### src/hdl/aes_cbc_ram.sv
// Generic single-port-write, single-port-read RAM with registered read.
// No dependencies.
module aes_cbc_ram #(
    parameter int WIDTH = 32,
    parameter int DEPTH = 64
) (
    input  logic                     i_clk,
    input  logic                     i_we,
    input  logic [$clog2(DEPTH)-1:0] i_waddr,
    input  logic [WIDTH-1:0]         i_wdata,
    input  logic [$clog2(DEPTH)-1:0] i_raddr,
    output logic [WIDTH-1:0]         o_rdata
);
    logic [WIDTH-1:0] r_mem [DEPTH];

    always_ff @(posedge i_clk) begin
        if (i_we) r_mem[i_waddr] <= i_wdata;
        o_rdata <= r_mem[i_raddr];
    end
endmodule

### config.mk
export PLATFORM = sky130hd
export DESIGN_NAME = aes_cbc_ram
export DESIGN_NICKNAME = d
export VERILOG_FILES = /design/src/hdl/aes_cbc_ram.sv
export SDC_FILE = /design/constraint.sdc
export NUM_CORES = 2
export LEC_CHECK = 0
export BUFFER_PORTS_ARGS = -buffer_cell sky130_fd_sc_hd__buf_2
export CAP_MARGIN = 20
export CORE_ASPECT_RATIO = 0.75
export CORE_MARGIN = 4
export CORE_UTILIZATION = 57
export DETAILED_ROUTE_END_ITERATION = 8
export PLACE_DENSITY = 0.73
export SETUP_SLACK_MARGIN = 0.02
export SKIP_LAST_GASP = 1
export SLEW_MARGIN = 20
export SYNTH_ARGS = -nofsm -noshare
export SYNTH_HDL_FRONTEND = slang
export SYNTH_SLANG_ARGS = --single-unit
### constraint.sdc
create_clock -name i_clk -period 6.65 [get_ports i_clk]
set_input_delay 0.3325 -clock i_clk [delete_from_list [all_inputs] [get_ports i_clk]]
set_output_delay 0.3325 -clock i_clk [all_outputs]
set_load 0.03 [all_outputs]
Yosys cells after proc, flatten, opt, wreduce, memory -nomap -nowiden
Memories as Yosys holds them, arrays and structs flattened. A register that Yosys moved wholly into a read port is not among the register bits.
Cells that the tools add are included.
{"block": "op_classes", "muxes": 2}
{"cell": "$mux 1", "count": 2}
{"block": "word_totals", "register_bits": 0, "mem_bits_rw": 2048, "output_inout_bits": 32, "wordCells": 3, "memories": 1}
{"name": "r_mem", "words": 64, "width": 32, "read_ports": 1, "rd_ports_with_merged_regs": 1, "wr": 1, "line": "14", "rtl": "logic [WIDTH-1:0] r_mem [DEPTH];"}

Logic depth before layout (Yosys ltp)
{"block": "depth", "word_depth": 2, "depth_mapped": 10}

Worst setup path before layout
No wires, ideal clock.
{"block": "synth_timing", "path_type": "input to register", "from": "input port i_waddr[3]", "to": "memory r_mem[48][0], enable pin", "setup_time_ps": 461, "arrival_time_ps": 3031, "t_required_ps": 6189, "setup_slack_ps": 3158, "cell_stages": 4, "cell_sequence": "clkbuf_1 -> nor2b_1 -> nand4b_1 -> nor3_1"}
{"element": "from (decl)", "line": "9", "rtl": "input logic [$clog2(DEPTH)-1:0] i_waddr,"}
{"element": "to (decl)", "line": "14"}
Straight into the memory's write port.

==> metrics.md <==
| Metric | Value |
|---|---|
| Status | finished clean |
| Sequential fraction of the synthesis area | around 80% |
| Clk slew on worst S/H paths | ~0.06 ns |
| Clock root buffer | clkbuf_16 |
| DP Wirelength | 109000 um |
| CP max stage cell | o32ai_1 |
| Hold path depth | 1 |
| Net count, final | about 3600 |
| Synthesized flop and latch total | between 2000 and 2500 |
| Top cell type's share of synthesized area | slightly below 80% |
| H-tree depth | 4 |
| Top Ports | around 80 |
| Initial Util | 57.61% |
| Gate power share | 5.1% |
| Worst hold path type | primary input to register |
| Max transition margin | between 20% and 30% |
| Pwr/cell area | approximately 300 nW/um^2 |
| Number of distinct library cells after synthesis | 34 |
| CTS tree | yes |
| Hold path start | i_wdata[8] |
| Crit-path max FO | 86 |
| GP Congestion | roughly 0.84 |
| Clock share of power | 39.5% |
| DR iter-0 viols | 6540 |
| Sw frac | approximately 21% |
| Sw Pwr | 5648 uW |
| Later-pin clock latency in the skew report | roughly 0.8 ns |
| Die Footprint | 143800 um^2 |
| Worst slack at placement | approximately 2.4 ns |
| WL per Instance | approximately 37 um |
| Worst Setup End Kind | register |
| CTS Buf Count | roughly 190 |
| Pint | around 21000 uW |
| Crit-path cells | buf_8 -> buf_12 -> buf_4 -> nor2b_1 -> a22oi_1 -> and3_1 -> o32ai_1 -> nor3_1 |
| Placed instance area | a little over 80000 um^2 |
| Antenna violations before repair | 23 |
| Seq pwr share | between 50% and 60% |
| Worst path max stage delay | roughly 0.80 ns |
| DRC viols | 0 |
| Fraction of layout cells with a size suffix above 1 | roughly 29% |
| Routed WL | between 200000 and 250000 um |
| Final instance area | approximately 90000 um^2 |
| Postcts setup bufs | 0 |
| Gr ovfl total | 0 |
| R2r startpoint | r_mem[15][16] |
| Via-to-Cell Ratio | ~7.0 |
| Pin count of the biggest net entering global routing | 88 |
| Fin. max-slew vios | 0 |
| Setup crit start kind | primary input |
| Buf/Inv on CP | 3 |
| Period utilization | 51.31% |
| Die Span X | between 400 and 500 um |
| Drt first pass iters | 5 |
| Setup Skew | roughly 0.026 ns |
| Core area | about 140000 um^2 |
| Final ANT Viol Nets | 0 |
| GR Util All Layers | around 29% |
| WS Path Type | primary input to register |
| Count of warnings emitted by yosys | 0 |
| Max-cap violations | 0 |
| Clk buf depth | 3 |
| Syn Inst Count | approximately 3300 |
| Reg-to-reg endpoint | o_rdata[16] |
| Ys flop type | edfxtp_1 |
| Vias in the first global route | 38019 |
| Syn_nets | approximately 3400 |
| Synth area leaders | edfxtp_1 78%, mux4_2 16%, mux2i_1 1.2%, dfxtp_1 0.82%, o22ai_1 0.67% |
| Crit path max-delay family | buffers and inverters |
| Syn_area_per_cell | ~24 um^2 |
| Setup ws final | between 3 and 4 ns |
| Clk sinks | between 2000 and 2500 |
| Number of synthesized flops with an enable pin | around 2000 |
| Via Count | between 30000 and 40000 |
| CTS Hold Bufs | 0 |
| Area Growth Syn to Fin | 11.65% |
| RSZ-0062 raised after global routing | false |
| First-pass GRT wire length | about 290000 um |
| Hold Vio Cnt, Final | 0 |
| Critical path data arrival time | about 4 ns |
| Post-layout min period | 3.412 ns |
| Hold Path End | r_mem[4][8] |
| Synth Cell Area | about 79000 um^2 |
| Rows | 117 |
| Leakage | between 0.02 and 0.03 uW |
| PortBufs | 77 |
| FFs w/ async S/R, synth | 0% |
| Die Y-Extent | around 330 um |
| Yosys top cell by area | edfxtp_1 |
| Worst reg-to-reg setup slack | 4.15 ns |
| Worst EP required | 7.28 ns |
| Top cells by instance count after synthesis | 2048 x edfxtp_1, 544 x mux4_2, 137 x nor2_1, 93 x mux2i_1, 84 x o22ai_1 |
| Peak Freq | ~290 MHz |
| Worst IR Drop VDD | between 0.3 and 0.4 mV |
| Setup TNS | 0 ns |
| Worst slew pin tran | about 1.1 ns |
| Final Setup Violations | 0 |
| Post-CTS Resized | 0 |
| Dpl cells | roughly 5200 |
| Reg2Reg Depth | 4 |
| Final cell count without fillers | around 5500 |
| Count leader, synth | edfxtp_1 |
[worst max-delay path by stage]
stage	start	cells past startpoint	end
after global routing	i_raddr[1]	8	o_rdata[20]
final	i_raddr[1]	8	o_rdata[20]
after floorplan	i_waddr[3]	4	r_mem[48][0]
after detailed placement	i_raddr[1]	8	o_rdata[20]
after CTS	i_raddr[1]	8	o_rdata[20]
after global placement	i_raddr[0]	6	o_rdata[21]
[stage by stage]
step	total power (uW)	utilization (%)	hold WS [ns]
2_1_floorplan	15580	-	0.4314
3_3_place_gp	16150	59.90	0.7048
3_5_place_dp	16190	59.92	0.7515
4_1_cts	26430	64.22	0.2144
5_1_grt	27100	64.30	0.06490
6_report	26340	64.32	0.06511
[area by class of cell]
cell class / count / area, um^2
Clock buffer: 228 / 4885
Clock inverter: 116 / 970.9
Tap cell: 1844 / 2307
Timing Repair Buffer: 176 / 1349
Fill cell: 8562 / 48630
Antenna cell: 14 / 35.03
Multi-Input combinational cell: 1062 / 15970
Sequential cell: 2080 / 62140
[worst reg2reg max path, stage by stage, from the launching register on]
cell	delay, ns
edfxtp_1	0.37
mux4_2	0.49
mux4_2	0.56
o22ai_1	0.81
nor2_1	0.13
[sequential cells by signal (all words and copies together), names as in the netlist]
register / count
o_rdata: 32
r_mem: 2048
[power by group through the flow]
stage | clock, uW | sequential (uW) | combinational (uW)
2_1_floorplan | 0 | 14900 | 706
6_report | 10400 | 14600 | 1350
3_5_place_dp | 0 | 14900 | 1330
4_1_cts | 10500 | 14600 | 1340
3_3_place_gp | 0 | 14900 | 1290
5_1_grt | 11100 | 14600 | 1420
[cells by family after synthesis]
family                 count (synthesis)  share of synthesized area [%]
AO/OA/AOI/OAI                        202                          1.673
buffers and inverters                182                          1.128
flip-flops                          2080                          79.14
multiplexers                         637                          16.79
AND/OR/NAND/NOR                      223                          1.265
[placed cells by master (no fill, tap or decap), drive strengths merged]
cell type	Yosys	layout
and2	2	2
nor2b	15	15
edfxtp	2048	2048
nor3	7	7
o32ai	4	4
inv	0	9
nor2	137	137
a41o	4	4
nand2	26	26
diode	0	14
and3	4	4
a22oi	12	12
o22ai	84	84
mux4	544	544
nand4	2	2
buf	108	176
clkinvlp	0	4
or2	3	3
or3b	5	5
clkbuf	74	228
a21oi	62	62
dfxtp	32	32
o221ai	27	27
nand4b	1	1
mux2i	93	93
nand3	5	5
or3	3	3
a31oi	1	1
a311oi	8	8
nand2b	8	8
clkinv	0	91
bufinv	0	12
nand3b	5	5
[per-layer routing]
| metal | vias to the layer above | routed length (um) | track usage (%) |
|---|---|---|---|
| met4 | 10 | 7517 | 10.53 |
| li1 | 14631 | - | - |
| met1 | 20463 | 75250 | 41.52 |
| met2 | 2948 | 94940 | 43.09 |
| met5 | - | 66 | 0 |
| met3 | 423 | 27420 | 8.443 |
No activity file was read; power rests on OpenSTA's default activity.
